==> config.mk <==
export PLATFORM = sky130hd
export DESIGN_NAME = bcz_round
export DESIGN_NICKNAME = d
export VERILOG_FILES = /design/src/hw/rtl/cubic_bezier_point_and_tangent_assert.svh /design/src/hw/rtl/bcz_pkg.sv /design/src/hw/rtl/bcz_round.sv
export SDC_FILE = /design/constraint.sdc
export NUM_CORES = 1
export LEC_CHECK = 0
export BUFFER_PORTS_ARGS = -buffer_cell sky130_fd_sc_hd__clkbuf_2
export CAP_MARGIN = 20
export CORE_AREA = 5 5 157 159
export CTS_CLUSTER_SIZE = 40
export DETAILED_ROUTE_END_ITERATION = 6
export DIE_AREA = 0 0 162 164
export GPL_ROUTABILITY_DRIVEN = 0
export PLACE_DENSITY_LB_ADDON = 0.2
export SYNTH_ARGS = -nofsm -noshare
export SYNTH_HDL_FRONTEND = slang
export SYNTH_SLANG_ARGS = --single-unit
==> constraint.sdc <==
create_clock -name clk -period 6.8 [get_ports clk]
set_input_delay 1.36 -clock clk [delete_from_list [all_inputs] [get_ports clk]]
set_output_delay 1.36 -clock clk [all_outputs]
set_load 0.005 [all_outputs]
==> src/hw/rtl/cubic_bezier_point_and_tangent_assert.svh <==
// Assertion macros for the cubic Bezier point and tangent evaluator.
// Define ASSERT_OFF to compile the checks out; no other dependencies.
`ifndef CUBIC_BEZIER_POINT_AND_TANGENT_ASSERT_SVH
`define CUBIC_BEZIER_POINT_AND_TANGENT_ASSERT_SVH

`ifndef ASSERT_OFF

// Checks that cons holds in the same cycle whenever ante holds.
`define BCZ_ASSERT_IMPL(lbl, clk, rst_n, ante, cons, msg) \
  lbl: assert property (@(posedge clk) disable iff (!rst_n) (ante) |-> (cons)) \
    else $error(msg);

// Checks that cons holds in the cycle after ante holds.
`define BCZ_ASSERT_NEXT(lbl, clk, rst_n, ante, cons, msg) \
  lbl: assert property (@(posedge clk) disable iff (!rst_n) (ante) |=> (cons)) \
    else $error(msg);

`else

`define BCZ_ASSERT_IMPL(lbl, clk, rst_n, ante, cons, msg)
`define BCZ_ASSERT_NEXT(lbl, clk, rst_n, ante, cons, msg)

`endif

`endif

==> src/hw/rtl/bcz_pkg.sv <==
// Shared constants, types and codes for the cubic Bezier evaluator.
// Used by every RTL module of the block; depends on nothing else.
package bcz_pkg;

  // Field formats.
  localparam int COORD_WIDTH = 32;
  localparam int T_FRAC_BITS = 16;
  localparam int T_WIDTH     = T_FRAC_BITS + 1;

  // Control points and register file.
  localparam int NUM_CTRL  = 4;
  localparam int NUM_REGS  = 2 * NUM_CTRL;
  localparam int CFG_IDX_W = $clog2(NUM_REGS);

  // Internal widths. Weights carry 3*T_FRAC_BITS fraction bits for both commands.
  localparam int SQ_WIDTH   = 2 * T_FRAC_BITS + 1;
  localparam int CUBE_WIDTH = 3 * T_FRAC_BITS + 1;
  localparam int W_WIDTH    = 3 * T_FRAC_BITS + 3;
  localparam int W_LO       = W_WIDTH / 2;
  localparam int W_HI       = W_WIDTH - W_LO;
  localparam int PLO_WIDTH  = COORD_WIDTH + W_LO + 1;
  localparam int PHI_WIDTH  = COORD_WIDTH + W_HI;
  localparam int PROD_WIDTH = COORD_WIDTH + W_WIDTH;
  localparam int ACC_WIDTH  = PROD_WIDTH + 2;
  localparam int RND_SHIFT  = 3 * T_FRAC_BITS;

  // Pipeline depth.
  localparam int NUM_STAGES = 7;

  localparam logic [T_WIDTH-1:0] T_ONE = {1'b1, {T_FRAC_BITS{1'b0}}};

  localparam logic signed [ACC_WIDTH-1:0] RND_HALF =
    {{(ACC_WIDTH - RND_SHIFT){1'b0}}, 1'b1, {(RND_SHIFT - 1){1'b0}}};

  localparam logic signed [COORD_WIDTH-1:0] COORD_MAX = {1'b0, {(COORD_WIDTH - 1){1'b1}}};
  localparam logic signed [COORD_WIDTH-1:0] COORD_MIN = {1'b1, {(COORD_WIDTH - 1){1'b0}}};

  typedef logic signed [COORD_WIDTH-1:0] coord_t;
  typedef logic        [T_WIDTH-1:0]     tval_t;
  typedef logic signed [W_WIDTH-1:0]     weight_t;
  typedef logic signed [ACC_WIDTH-1:0]   acc_t;
  typedef logic        [NUM_STAGES-1:0]  stage_vec_t;

  typedef weight_t [NUM_CTRL-1:0] weight_vec_t;
  typedef coord_t  [NUM_CTRL-1:0] coord_vec_t;

  // Command selector.
  typedef enum logic {
    CMD_POINT   = 1'b0,
    CMD_TANGENT = 1'b1
  } cmd_t;

  // Configuration register indexes.
  typedef enum logic [CFG_IDX_W-1:0] {
    REG_P0_X = CFG_IDX_W'(0),
    REG_P0_Y = CFG_IDX_W'(1),
    REG_P1_X = CFG_IDX_W'(2),
    REG_P1_Y = CFG_IDX_W'(3),
    REG_P2_X = CFG_IDX_W'(4),
    REG_P2_Y = CFG_IDX_W'(5),
    REG_P3_X = CFG_IDX_W'(6),
    REG_P3_Y = CFG_IDX_W'(7)
  } reg_idx_t;

  // Input transaction.
  typedef struct packed {
    cmd_t  cmd;
    tval_t param_t;
  } in_item_t;

  // Result transaction.
  typedef struct packed {
    coord_t out_x;
    coord_t out_y;
    logic   overflow;
  } out_item_t;

  // Two partial sums of one coordinate; the rounding half is already in sum_a.
  typedef struct packed {
    acc_t sum_a;
    acc_t sum_b;
  } pair_sum_t;

endpackage

==> src/hw/rtl/bcz_round.sv <==
// Output stage: final add, arithmetic shift to Q16.16 and saturation of both coordinates.
// Depends on bcz_pkg.
module bcz_round (
  input  logic               clk,
  input  logic               en,
  input  bcz_pkg::pair_sum_t sums_x,
  input  bcz_pkg::pair_sum_t sums_y,
  output bcz_pkg::out_item_t out_item
);

  localparam int RES_WIDTH = bcz_pkg::ACC_WIDTH - bcz_pkg::RND_SHIFT;
  localparam int TOP_WIDTH = RES_WIDTH - bcz_pkg::COORD_WIDTH + 1;

  typedef struct packed {
    bcz_pkg::coord_t value;
    logic            sat;
  } sat_res_t;

  // Adds the two partial sums, drops the fraction bits and clamps to the coordinate range.
  function automatic sat_res_t round_sat(input bcz_pkg::acc_t a, input bcz_pkg::acc_t b);
    bcz_pkg::acc_t          total;
    logic [RES_WIDTH-1:0]   res;
    logic [TOP_WIDTH-1:0]   top_bits;
    sat_res_t               r;
    total    = a + b;
    res      = total[bcz_pkg::ACC_WIDTH-1:bcz_pkg::RND_SHIFT];
    top_bits = res[RES_WIDTH-1:bcz_pkg::COORD_WIDTH-1];
    if ((&top_bits) || !(|top_bits)) begin
      r.value = res[bcz_pkg::COORD_WIDTH-1:0];
      r.sat   = 1'b0;
    end else begin
      r.value = res[RES_WIDTH-1] ? bcz_pkg::COORD_MIN : bcz_pkg::COORD_MAX;
      r.sat   = 1'b1;
    end
    return r;
  endfunction

  sat_res_t           res_x;
  sat_res_t           res_y;
  bcz_pkg::out_item_t out_nxt;
  bcz_pkg::out_item_t out6_r;

  assign res_x = round_sat(sums_x.sum_a, sums_x.sum_b);
  assign res_y = round_sat(sums_y.sum_a, sums_y.sum_b);

  assign out_nxt.out_x    = res_x.value;
  assign out_nxt.out_y    = res_y.value;
  assign out_nxt.overflow = res_x.sat | res_y.sat;

  // The result register holds while the output is stalled.
  always_ff @(posedge clk) begin
    if (en) begin
      out6_r <= out_nxt;
    end
  end

  assign out_item = out6_r;

endmodule

======== Word level (Yosys, flattened, before mapping) ========
Index checks and enable logic that the tools add are counted.
storage, ports and cells
  flip-flop bits (word level) ............. 65
  latch bits .............................. 0
  RAM bits ................................ 0
  ROM bits ................................ 0
  output and inout bits ................... 65
  word-level logic and storage cells ...... 18
  memories ................................ 0
operators by class
  add/sub/neg operators ................... 2
  $mul .................................... 0
  div/mod/pow operators ................... 0
  order comparisons ....................... 0
  eq/ne operators ......................... 0
  shift-type cells ........................ 0
  muxes and demuxes ....................... 4
  bitwise gates (word level) .............. 1
  reductions and logical operators ........ 8
operators with widths
  kind              number
  $add 85x85->85    2
  $mux 33           2
  $mux 32           2
  $reduce_and 6->1  2
  $reduce_or 6->1   2
  $logic_not 1->1   2
  $logic_or 1x1->1  2
  $or 1x1->1        1

======== Logic depth before layout (Yosys ltp) ========
  depth in word-level cells ............... 6
  depth in mapped cells ................... 14
  depth with buffers taken out ............ 12

======== Worst setup path after synthesis ========
No wires, ideal clock.
  path type ............................... input to register
  from .................................... input port sums_x[28] in the netlist's numbering
  to ...................................... register out6_r, in the netlist out_item[0], data pin
  setup time .............................. 272 ps
  arrival ................................. 4837 ps
  setup slack ............................. 1691 ps
  stages .................................. 12
  path buffers ............................ 0
  cells stage by stage .................... ha_1 -> nand2_1 -> or3_1 -> or3_1 -> a2111oi_4 -> o311ai_1 -> a2111oi_4 -> o211ai_1 -> a21o_1 -> a211oi_4 -> a21oi_2 -> or4b_1
RTL lines
  what                    RTL line         source
  start: declaration      bcz_round.sv:6   input bcz_pkg::pair_sum_t sums_x,
  end signal: assignment  bcz_round.sv:53  out6_r <= out_nxt;
  end: declaration        bcz_round.sv:41  bcz_pkg::out_item_t out6_r;

==> results.tsv <==
metric	value	unit
Worst path slowest cell	nor4_2	
Req. time, crit path	6.87	ns
Post-CTS Resized	0	
final setup fails	0	
die footprint	0.0266	mm^2
DRC	0	
WS Path Type	input pin to flop	
Worst Path Max Fanout	24	
vias in the first global route	12500	
Rows	56	
via count	13100	
Max-slew headroom	0.368	
clk buf depth	2	
Yosys warning count	0	
FMAX	0.174	GHz
Final Core Density	0.591	
max-cap violation count	0	
initial DRC count	1039	
Clock Pin Slew Worst Setup and Hold Paths	0.05	ns
Layout Cells excl Fill	2119	
Slew Viols, Final	0	
average vias per placed instance	6.19	
ANT nets after route	0	
Worst-Margin Slew	0.923	ns
Final Critical Period	5.75	ns
critical path capture point type	flop	
Routed WL per cell	18.6	um
max reg flops	65	
placed cell count	2100	
main flop type after synthesis	edfxtp_1	
syn nets	1965	
sequential cell area fraction in the yosys report	0.175	
die width	162	um
CTS Buf Count	9	
CP Cell Sequence	clkbuf_2 > ha_1 > a211oi_1 > o21bai_1 > nor3_1 > a2111oi_4 > o311ai_1 > a211oi_1 > o311ai_0 > nand3_1 > nor4_2 > a21oi_2 > or4b_1	
Peak supply drop	0.124	mV
htree depth	3	
average size of a mapped cell	7.64	um^2
Die Height	164	um
hold crit path type	input pin to flop	
Place WS	0.753	ns
core area	0.0231	mm^2
CP top delay family	compound AO/OA/AOI/OAI gates	
first-pass GRT wire length	61400	um
Setup Buffers After CTS	0	
RSZ-0062 raised after global routing	false	
drt first pass iters	6	
Worst path most repeated cell	a211oi_1	
Post-synth EDFFs	65	
Hold Vio Cnt, Final	0	
Data arrival, critical path	5.82	ns
number of synthesized register bits	65	
fin crit share	0.846	
DR WL met2	18800	um
hold_buf cts	0	
post-layout net count	2329	
setup ws final	1.05	ns
Port Buffers	406	
met3 wire length	3120	um
gr usage total	0.278	
commonest non-fill, non-tap cells in the layout	clkbuf_2, a21oi_1, ha_1	
Lkg Pwr	6.35	nW
proportion of layout cells with a drive suffix above 1	0.245	
Startpoint Class	input pin	
CTS tree	yes	
largest net degree at the start of global routing	66	
Cell Pwr Density	165	mW/mm^2
root buffer cell	clkbuf_16	
cell count after synthesis	1457	
CP peak stage delay	0.78	ns
post-route setup TNS	0	ns
CTS sink cnt	65	
GRT Residual Overflow	0	
commonest non-fill, non-tap cell in the layout	clkbuf_2	
M1 WL	16200	um
Syn Std Cell Area	0.0111	mm^2
Routed WL	39400	um
max layer used	met4	
initial antenna violation count	3	
initial core utilization	0.481	
post-synthesis async set-or-reset flop share	0	
outcome	complete, no violations	
post-synth cell types	71	
WP buf/inv	1	
num ports	407	
area delta synth->final	22.7	%
Detailed Place HPWL	33400	um
-- kinds of logic (layout without fill, tap and decap cells) --
kind of cell | after synthesis | count (layout) | share of synthesized area
flip-flops | 65 | 65 | 0.175
buffers and inverters | 92 | 461 | 0.0310
adder cells (fa/ha/maj) | 166 | 166 | 0.187
other | 0 | 3 | 0
XOR/XNOR | 67 | 67 | 0.0527
multiplexers | 2 | 2 | 0.00180
AO/OA/AOI/OAI | 623 | 623 | 0.356
AND/OR/NAND/NOR | 442 | 442 | 0.197
-- area by class of cell --
class	instances	area [um^2]
Multi-Input combinational cell	1300	8850
Antenna cell	3	7.51
Tap cell	290	363
Sequential cell	65	1950
Fill cell	2170	9460
Clock buffer	9	225
Timing Repair Buffer	410	2060
Clock inverter	7	71.3
Inverter	35	131
-- metal layers --
| layer | global-route usage | vias to the layer above |
|---|---|---|
| li1 | - | 6407 |
| met1 | 0.353 | 5970 |
| met2 | 0.492 | 646 |
| met3 | 0.0364 | 87 |
| met4 | 0.0877 | 0 |
| met5 | 0 | - |
-- worst min-delay path: stages --
cell and delay (ns):
clkbuf_2 0.09, xnor2_1 0.07, xnor2_1 0.21, inv_1 0.10
-- worst paths after layout --
check | slack [ns] | cells after the start | start | to
setup / recovery | 1.05 | 13 | sums_x[5] | out_item[0]
hold / removal | 1.60 | 4 | sums_y[84] | out_item[32]
-- where the power goes --
group / internal (W) / switching [W]
Clock: 0.000283 / 0.000180
Combinational: 0.000487 / 0.000716
Sequential: 0.000559 / 0.0000336
-- stage by stage --
stage / instance area (um^2) / power (W) / hold WS (ns)
after CTS: 13700 / 0.00225 / 1.59
after global routing: 13700 / 0.00241 / 1.63
after detailed placement: 13400 / 0.00177 / 1.76
final: 13700 / 0.00226 / 1.60
after floorplan: 11100 / 0.00134 / 1.47
after global placement: 13400 / 0.00176 / 1.76
-- synthesized netlist by cell type, types with 4 or more instances --
| master | n | share of area |
|---|---|---|
| o21a_1 | 14 | 0.0094 |
| nand2_1 | 129 | 0.043 |
| and3_1 | 9 | 0.0051 |
| nor2_1 | 89 | 0.030 |
| nor3_1 | 36 | 0.016 |
| clkbuf_1 | 57 | 0.019 |
| nor4_1 | 8 | 0.0045 |
| or2_2 | 5 | 0.0028 |
| o221ai_1 | 7 | 0.0055 |
| a31oi_1 | 24 | 0.013 |
| and2_1 | 11 | 0.0062 |
| a21oi_1 | 225 | 0.10 |
| o41ai_1 | 4 | 0.0031 |
| a21o_1 | 83 | 0.056 |
| o211ai_1 | 9 | 0.0061 |
| a41oi_1 | 6 | 0.0047 |
| nand3_1 | 34 | 0.015 |
| a21boi_0 | 8 | 0.0054 |
| o21bai_1 | 32 | 0.022 |
| o21ai_0 | 119 | 0.054 |
| a311oi_1 | 5 | 0.0039 |
| xor2_1 | 24 | 0.019 |
| o22ai_1 | 4 | 0.0022 |
| a2111oi_0 | 6 | 0.0047 |
| xnor2_1 | 43 | 0.034 |
| nand2b_1 | 10 | 0.0056 |
| a211oi_1 | 17 | 0.011 |
| nor2b_1 | 11 | 0.0062 |
| nand4_1 | 65 | 0.037 |
| inv_1 | 35 | 0.012 |
| or3_1 | 13 | 0.0073 |
| a211o_1 | 5 | 0.0039 |
| and4_1 | 8 | 0.0063 |
| o31ai_1 | 9 | 0.0061 |
| ha_1 | 166 | 0.19 |
| o2111ai_1 | 5 | 0.0039 |
| edfxtp_1 | 65 | 0.18 |
No activity file was read; power rests on OpenSTA's default activity.
